[config.mk]
export PLATFORM = sky130hd
export DESIGN_NAME = unix_seconds_to_calendar_core
export DESIGN_NICKNAME = d
export VERILOG_FILES = /design/src/u2c_pkg.sv /design/src/u2c_tod.sv /design/src/u2c_date.sv /design/src/unix_seconds_to_calendar_core.sv
export SDC_FILE = /design/constraint.sdc
export NUM_CORES = 2
export LEC_CHECK = 0
export ABC_AREA = 1
export BUFFER_PORTS_ARGS = -buffer_cell sky130_fd_sc_hd__buf_4
export CORE_ASPECT_RATIO = 0.75
export CORE_UTILIZATION = 35
export CTS_CLUSTER_DIAMETER = 40
export CTS_CLUSTER_SIZE = 25
export DETAILED_ROUTE_END_ITERATION = 10
export PLACE_DENSITY = 0.54
export SLEW_MARGIN = 25
export SYNTH_ARGS = -nofsm -noshare
export SYNTH_HDL_FRONTEND = slang
export SYNTH_SLANG_ARGS = --single-unit
[constraint.sdc]
create_clock -name clock -period 7.9 [get_ports clock]
set_clock_uncertainty 0.2 [all_clocks]
set_input_delay 1.185 -clock clock [delete_from_list [all_inputs] [get_ports clock]]
set_output_delay 1.185 -clock clock [all_outputs]
set_load 0.03 [all_outputs]
[src/u2c_pkg.sv]
`default_nettype none
package u2c_pkg;

   // First timestamp past the window: 2100-01-01T00:00:00Z
   localparam logic [31:0] LimitSeconds = 32'd4102444800;
   localparam logic [31:0] SecPerDay    = 32'd86400;

   // 86400 = 675 << 7: shift off seven bits, then divide by 675
   localparam int unsigned   DayPreShift = 7;
   localparam longint unsigned DayDiv    = 64'd675;
   localparam int unsigned   DayShift    = 35;
   localparam logic [25:0]   DayMul      =
      26'(((64'd1 << DayShift) + DayDiv - 64'd1) / DayDiv);

   // Four-year cycles counted from 1968-01-01 (a leap year)
   localparam logic [15:0]   EpochOffset = 16'd731;
   localparam logic [11:0]   BaseYear    = 12'd1968;
   localparam logic [15:0]   CycleDays   = 16'd1461;
   localparam longint unsigned CycDiv    = 64'd1461;
   localparam int unsigned   CycShift    = 27;
   localparam logic [16:0]   CycMul      =
      17'(((64'd1 << CycShift) + CycDiv - 64'd1) / CycDiv);
   localparam logic [10:0]   LeapYearDays = 11'd366;
   localparam logic [10:0]   YearDays     = 11'd365;

   // Time of day: exact reciprocal multiplies
   localparam logic [16:0]   SecPerHour = 17'd3600;
   localparam longint unsigned HourDiv  = 64'd3600;
   localparam int unsigned   HourShift  = 29;
   localparam logic [17:0]   HourMul    =
      18'(((64'd1 << HourShift) + HourDiv - 64'd1) / HourDiv);
   localparam logic [11:0]   SecPerMin  = 12'd60;
   localparam longint unsigned MinDiv   = 64'd60;
   localparam int unsigned   MinShift   = 18;
   localparam logic [12:0]   MinMul     =
      13'(((64'd1 << MinShift) + MinDiv - 64'd1) / MinDiv);

   typedef struct packed {
      logic [4:0] hour;
      logic [5:0] minute;
      logic [5:0] second;
   } tod_type;

   typedef struct packed {
      logic [11:0] year;
      logic [3:0]  month;
      logic [4:0]  day;
   } date_type;

   // Day of year at which a month (0 = January) starts
   function automatic logic [8:0] month_start(input logic [3:0] idx, input logic leap);
      logic [8:0] base;
      case (idx)
         4'd0:    base = 9'd0;
         4'd1:    base = 9'd31;
         4'd2:    base = 9'd59;
         4'd3:    base = 9'd90;
         4'd4:    base = 9'd120;
         4'd5:    base = 9'd151;
         4'd6:    base = 9'd181;
         4'd7:    base = 9'd212;
         4'd8:    base = 9'd243;
         4'd9:    base = 9'd273;
         4'd10:   base = 9'd304;
         4'd11:   base = 9'd334;
         default: base = 9'd0;
      endcase
      if (leap && (idx >= 4'd2)) begin
         base = base + 9'd1;
      end
      return base;
   endfunction

endpackage
`default_nettype wire

[src/u2c_tod.sv]
`default_nettype none
module u2c_tod (
   input  wire logic          clock,
   input  wire logic          advance,
   input  wire logic [16:0]   sod,
   output u2c_pkg::tod_type   tod
);

   logic [16:0] sod3_ff;
   logic [4:0]  hour3_ff, hour4_ff, hour5_ff;
   logic [11:0] remh4_ff, remh5_ff;
   logic [5:0]  min5_ff;
   u2c_pkg::tod_type tod6_ff;

   logic [34:0] hour_prod;
   logic [16:0] hour_base;
   logic [16:0] remh_full;
   logic [24:0] min_prod;
   logic [11:0] min_base;
   logic [11:0] sec_full;
   u2c_pkg::tod_type tod_in;

   // Hours by reciprocal multiply, then the remainder within the hour, then minutes and seconds the same way
   always_comb begin
      hour_prod = 35'(sod) * 35'(u2c_pkg::HourMul);
      hour_base = 17'(hour3_ff) * u2c_pkg::SecPerHour;
      remh_full = sod3_ff - hour_base;
      min_prod  = 25'(remh4_ff) * 25'(u2c_pkg::MinMul);
      min_base  = 12'(min5_ff) * u2c_pkg::SecPerMin;
      sec_full  = remh5_ff - min_base;
      tod_in.hour   = hour5_ff;
      tod_in.minute = min5_ff;
      tod_in.second = sec_full[5:0];
   end

   // Advance all stages together
   always_ff @(posedge clock) begin
      if (advance) begin
         sod3_ff  <= sod;
         hour3_ff <= hour_prod[33:29];
         remh4_ff <= remh_full[11:0];
         hour4_ff <= hour3_ff;
         remh5_ff <= remh4_ff;
         min5_ff  <= min_prod[23:18];
         hour5_ff <= hour4_ff;
         tod6_ff  <= tod_in;
      end
   end

   assign tod = tod6_ff;

endmodule
`default_nettype wire

[src/u2c_date.sv]
`default_nettype none
module u2c_date (
   input  wire logic          clock,
   input  wire logic          advance,
   input  wire logic [15:0]   days,
   output u2c_pkg::date_type  date
);

   logic [15:0] dp3_ff;
   logic [5:0]  cyc3_ff, cyc4_ff;
   logic [10:0] rc4_ff;
   logic [11:0] year5_ff;
   logic [8:0]  doy5_ff;
   logic        leap5_ff;
   u2c_pkg::date_type date6_ff;

   logic [15:0] dp;
   logic [32:0] cyc_prod;
   logic [15:0] cyc_base;
   logic [15:0] rc_full;
   logic [10:0] r2;
   logic [1:0]  yidx;
   logic [10:0] doy_full;
   logic [11:0] year_in;
   logic [3:0]  midx;
   logic [8:0]  day_full;
   u2c_pkg::date_type date_in;

   always_comb begin
      // Count four-year cycles since 1968
      dp       = days + u2c_pkg::EpochOffset;
      cyc_prod = 33'(dp) * 33'(u2c_pkg::CycMul);
      cyc_base = 16'(cyc3_ff) * u2c_pkg::CycleDays;
      rc_full  = dp3_ff - cyc_base;

      // Pick the year within the cycle; the leap year comes first
      r2 = rc4_ff - u2c_pkg::LeapYearDays;
      if (rc4_ff < u2c_pkg::LeapYearDays) begin
         yidx     = 2'd0;
         doy_full = rc4_ff;
      end else if (r2 < u2c_pkg::YearDays) begin
         yidx     = 2'd1;
         doy_full = r2;
      end else if (r2 < 11'(2 * 365)) begin
         yidx     = 2'd2;
         doy_full = r2 - u2c_pkg::YearDays;
      end else begin
         yidx     = 2'd3;
         doy_full = r2 - 11'(2 * 365);
      end
      year_in = u2c_pkg::BaseYear + {4'd0, cyc4_ff, 2'b00} + 12'(yidx);

      // Month: count month starts at or below the day of year
      midx = 4'd0;
      for (int m = 1; m < 12; m++) begin
         midx = midx + 4'(doy5_ff >= u2c_pkg::month_start(4'(m), leap5_ff));
      end
      day_full = doy5_ff - u2c_pkg::month_start(midx, leap5_ff) + 9'd1;
      date_in.year  = year5_ff;
      date_in.month = midx + 4'd1;
      date_in.day   = day_full[4:0];
   end

   // Advance all stages together
   always_ff @(posedge clock) begin
      if (advance) begin
         dp3_ff    <= dp;
         cyc3_ff   <= cyc_prod[32:27];
         rc4_ff    <= rc_full[10:0];
         cyc4_ff   <= cyc3_ff;
         year5_ff  <= year_in;
         doy5_ff   <= doy_full[8:0];
         leap5_ff  <= (yidx == 2'd0);
         date6_ff  <= date_in;
      end
   end

   assign date = date6_ff;

endmodule
`default_nettype wire

[src/unix_seconds_to_calendar_core.sv]
`default_nettype none
// Converts a Unix timestamp in whole seconds into a UTC calendar date and time
// of day for the years 1970 through 2099. The block is a six-stage pipeline
// with one result per timestamp: a timestamp transfer is taken in every cycle
// that the result side keeps up. All stages advance together, so when the
// result at the output register is not taken the whole pipeline holds.
// Timestamps from 2100-01-01 on raise rsp_out_of_range and give zero in every
// other result field.
module unix_seconds_to_calendar_core (
   input  wire logic        clock,
   input  wire logic        reset,
   input  wire logic        req_valid,
   output      logic        req_ready,
   input  wire logic [31:0] req_unix_seconds,
   output      logic        rsp_valid,
   input  wire logic        rsp_ready,
   output      logic [11:0] rsp_year,
   output      logic [3:0]  rsp_month,
   output      logic [4:0]  rsp_day,
   output      logic [4:0]  rsp_hour,
   output      logic [5:0]  rsp_minute,
   output      logic [5:0]  rsp_second,
   output      logic        rsp_out_of_range
);

   logic        advance;
   logic [5:0]  valid_ff;
   logic [5:0]  oor_ff;
   logic [31:0] t1_ff;
   logic [15:0] days1_ff, days2_ff;
   logic [16:0] sod2_ff;

   logic [50:0] day_prod;
   logic [31:0] day_base;
   logic [31:0] sod_full;
   u2c_pkg::tod_type  tod;
   u2c_pkg::date_type date;

   // Hold every stage while the result waits
   assign advance   = !valid_ff[5] || rsp_ready;
   assign req_ready = advance;

   // Split into whole days and seconds of day
   always_comb begin
      day_prod = 51'(req_unix_seconds[31:u2c_pkg::DayPreShift]) * 51'(u2c_pkg::DayMul);
      day_base = 32'(days1_ff) * u2c_pkg::SecPerDay;
      sod_full = t1_ff - day_base;
   end

   always_ff @(posedge clock) begin
      if (reset) begin
         valid_ff <= '0;
      end else if (advance) begin
         valid_ff <= {valid_ff[4:0], req_valid};
      end
   end

   always_ff @(posedge clock) begin
      if (advance) begin
         oor_ff   <= {oor_ff[4:0], (req_unix_seconds >= u2c_pkg::LimitSeconds)};
         t1_ff    <= req_unix_seconds;
         days1_ff <= day_prod[50:35];
         days2_ff <= days1_ff;
         sod2_ff  <= sod_full[16:0];
      end
   end

   u2c_tod u_tod (
      .clock   (clock),
      .advance (advance),
      .sod     (sod2_ff),
      .tod     (tod)
   );

   u2c_date u_date (
      .clock   (clock),
      .advance (advance),
      .days    (days2_ff),
      .date    (date)
   );

   // Zero the fields of an out-of-range transfer
   assign rsp_valid        = valid_ff[5];
   assign rsp_out_of_range = oor_ff[5];
   assign rsp_year   = oor_ff[5] ? 12'd0 : date.year;
   assign rsp_month  = oor_ff[5] ? 4'd0  : date.month;
   assign rsp_day    = oor_ff[5] ? 5'd0  : date.day;
   assign rsp_hour   = oor_ff[5] ? 5'd0  : tod.hour;
   assign rsp_minute = oor_ff[5] ? 6'd0  : tod.minute;
   assign rsp_second = oor_ff[5] ? 6'd0  : tod.second;

endmodule
`default_nettype wire

==> impl_metrics.py <==
metrics = {
    "place": {
        "gp_congestion": 0.880,
        "dpl.hpwl_um": 67300,
        "portBuffers": 76,
    },
    "synth": {
        "synth-simple-area-share": 0.104,
        "synthMuxAreaShare": 0,
        "syn_inst": 3631,
        "yosys_register_bits": 221,
        "synth_edf_count": 215,
        "synth.distinct_cells": 48,
        "synth_compound_area_frac": 0.0638,
        "syn_area_per_cell_um2": 9.30,
        "synth-seq-area-share": 0.195,
        "ys.warnings.count": 0,
        "syn_area_um2": 33800,
        "synthXorXnorAreaFrac": 0.0303,
        "synth_top_family_by_area": "adder cells",
        "synthFlopType": "edfxtp_1",
        "synth_fp_nets": 4785,
        "async_flop_share": 0,
        "synthAdderAreaFrac": 0.499,
    },
    "worst_setup_path": {
        "cp_slowest_cell": "fa_1",
        "start_kind": "flop",
        "critPathRequiredTime_ps": 8000,
        "cp-endpoint": "u_date.cyc3_ff[3]",
        "critPathLaunch": "days2_ff[0]",
        "rr_worst_depth": 34,
        "crit_path_end_kind": "flop",
        "r2r_end": "u_date.cyc3_ff[3]",
        "max_stage_delay_ps": 550,
        "crit_arrival_ps": 7420,
        "rr_startpoint": "days2_ff[0]",
        "path_max_fanout": 7,
        "worstSetupPathType": "reg -> reg",
        "reg2reg_slack_ps": 580,
    },
    "hold_path": {
        "hp-class": "reg -> reg",
    },
    "global_route": {
        "antenna_found_initial": 1,
        "grt_pass1_vias": 23662,
        "grt_usage": 0.165,
        "grt_pass1_wl_um": 128000,
        "grt_max_degree": 83,
        "gr-total-overflow": 0,
    },
    "route": {
        "first_pass_iters": 5,
        "vias": 23566,
        "drt-initial-drc-count": 1364,
        "viasPerCell": 4.68,
        "routed_wl_um": 78700,
        "drc": 0,
        "antenna_left": 0,
        "detail_route.wl_per_cell_um": 15.6,
    },
    "sta": {
        "layout_worst_path_cycle_share": 0.926,
        "finalMaxSlewViolations": 0,
        "tightest_slew_ps": 861,
        "hold_violations": 0,
        "tns_ps": 0,
        "grt_setup_unrepaired": "no",
        "setup_violations": 0,
        "max_freq_ghz": 0.137,
        "slew_headroom": 0.426,
        "finalCriticalPeriod_ps": 7320,
    },
    "clocking": {
        "clkLatencyLatePin_ps": 550,
        "cts_max_level": 2,
        "cts_setup_buffers": 0,
        "cts.sinks": 221,
        "cts_tree": "built",
        "cts_buffers": 41,
        "clk_path_buf_depth": 3,
        "clk_transition_reported_paths_ps": 50,
        "root_buffer": "clkbuf_16",
    },
    "floorplanning": {
        "fp.coreArea_um2": 95400,
        "fp.dieArea_um2": 97800,
        "die_h_um": 271,
        "die_w_um": 361,
        "start_util": 0.354,
        "io_pins": 77,
        "rows": 98,
    },
    "finish": {
        "layout.nets": 4904,
        "area_delta_synth_final_pct": 10.7,
        "layout-drive-gt1-share": 0.0545,
        "antenna_cells": 0,
    },
    "outcome": {
        "status": "complete, no violations",
    },
    "job": {
        "cap_violations": 0,
    },
}
==> registers in the layout (all words and copies together) (netlist names), 11 cells and up <==
name and flops:
u_date.rc4_ff 11, days2_ff 16, u_tod.sod3_ff 12, u_date.year5_ff 11, u_tod.remh4_ff 12, u_date.date 20, sod2_ff 17, u_date.dp3_ff 11
days1_ff 16, t1_ff 17, u_tod.tod 17
==> stage by stage <==
stage | hold WS [ps] | cells | instance area, um^2 | util | worst slack, ps
finish | 210 | 5033 | 37400 | 0.392 | 582
global route | 209 | 5033 | 37400 | 0.392 | 76.3
CTS | 210 | 5033 | 37400 | 0.392 | 272
detailed placement | 205 | 4957 | 35900 | 0.377 | 338
global placement | 200 | 4957 | 35900 | 0.377 | 470
floorplan | 200 | 3631 | 33800 | - | 844
==> cells in the mapped netlist (all sizes together) (6+ instances only) <==
cell type	instances	area [um^2]
inv	964	3620
ha	736	9210
nand2	445	1760
fa	382	7650
edfxtp	215	6460
nor2	208	783
a21oi	174	871
o21ai	108	548
nand3	93	510
xor2	75	657
xnor2	42	368
nand4	30	188
nor3	29	145
a21o	20	150
a31oi	14	87.6
o21bai	12	90.1
a21boi	9	67.6
o211ai	9	67.6
o21a	8	60.1
a211oi	7	52.6
nor4	7	43.8
o31ai	7	52.6
dfxtp	6	120
or2	6	37.5
==> final cells by class <==
class | instances | area [um^2]
fillers | 9693 | 58000
flip-flops and latches | 221 | 6580
multi-input cells | 2438 | 23600
well taps | 1250 | 1560
clock inverters | 33 | 362
inverters | 965 | 3630
clock buffers | 43 | 1080
repair buffers | 83 | 627
==> cells in the final DEF, fill, tap and decap left out, types with 12 or more instances in the layout <==
cell type    n
xnor2_1     42
xor2_1      74
nand3_1     87
nor3_1      28
a21oi_1    173
inv_1      955
clkbuf_16   43
o21ai_0    102
edfxtp_1   215
ha_1       736
nand2_1    425
nand2_2     13
buf_4       82
nand4_1     30
o21bai_1    12
a31oi_1     14
nor2_1     207
a21o_1      20
fa_1       382
==> kinds of logic (layout without fill, tap and decap cells) <==
logic type | Yosys count | count (layout)
adders and majority gates | 1118 | 1118
DFF | 221 | 221
AOI/OAI and AO/OA | 380 | 380
buffers and inverters | 972 | 1124
xor gates and xnor gates | 117 | 117
and+or+nand+nor | 823 | 823
==> per-layer routing <==
layer  track usage  share of wire  wire length [um]  vias up
li1              -              -                 -    11818
met1         0.262           0.54             42500    11302
met2         0.240           0.41             31900      400
met3        0.0196          0.046              3630       46
met4        0.0213         0.0088               690        0
met5             0              0                 0        -
==> how the worst min path moves through the flow <==
| stage | startpoint | slack, ps | end | cells after the start |
|---|---|---|---|---|
| 3_5_place_dp | u_date.cyc4_ff[0] | 200 | u_date.year5_ff[2] | 0 |
| 5_1_grt | u_date.year5_ff[2] | 210 | u_date.date[11] | 0 |
| 4_1_cts | u_date.year5_ff[2] | 210 | u_date.date[11] | 0 |
| 2_1_floorplan | days1_ff[10] | 200 | days2_ff[10] | 0 |
| 3_3_place_gp | oor_ff[3] | 200 | oor_ff[4] | 0 |
| 6_report | u_date.year5_ff[2] | 210 | u_date.date[11] | 0 |
==> critical path, delay by kind of cell (launching register included) <==
kind / cells / cell delay, ps
buffers and inverters: 8 / 730
flip-flops: 1 / 450
AO/OA/AOI/OAI: 7 / 1090
XOR/XNOR: 1 / 200
adder cells (fa/ha/maj): 8 / 3630
AND/OR/NAND/NOR: 10 / 760
==> repair_timing <==
item,in CTS,in global routing
gates resized for setup,0,4
endpoints found under the setup margin,0,5
hold buffers,0,0
Power is left out: the tool's default activity adds up to more than one toggle a clock period on the data nets, which glitch-free logic cannot reach.
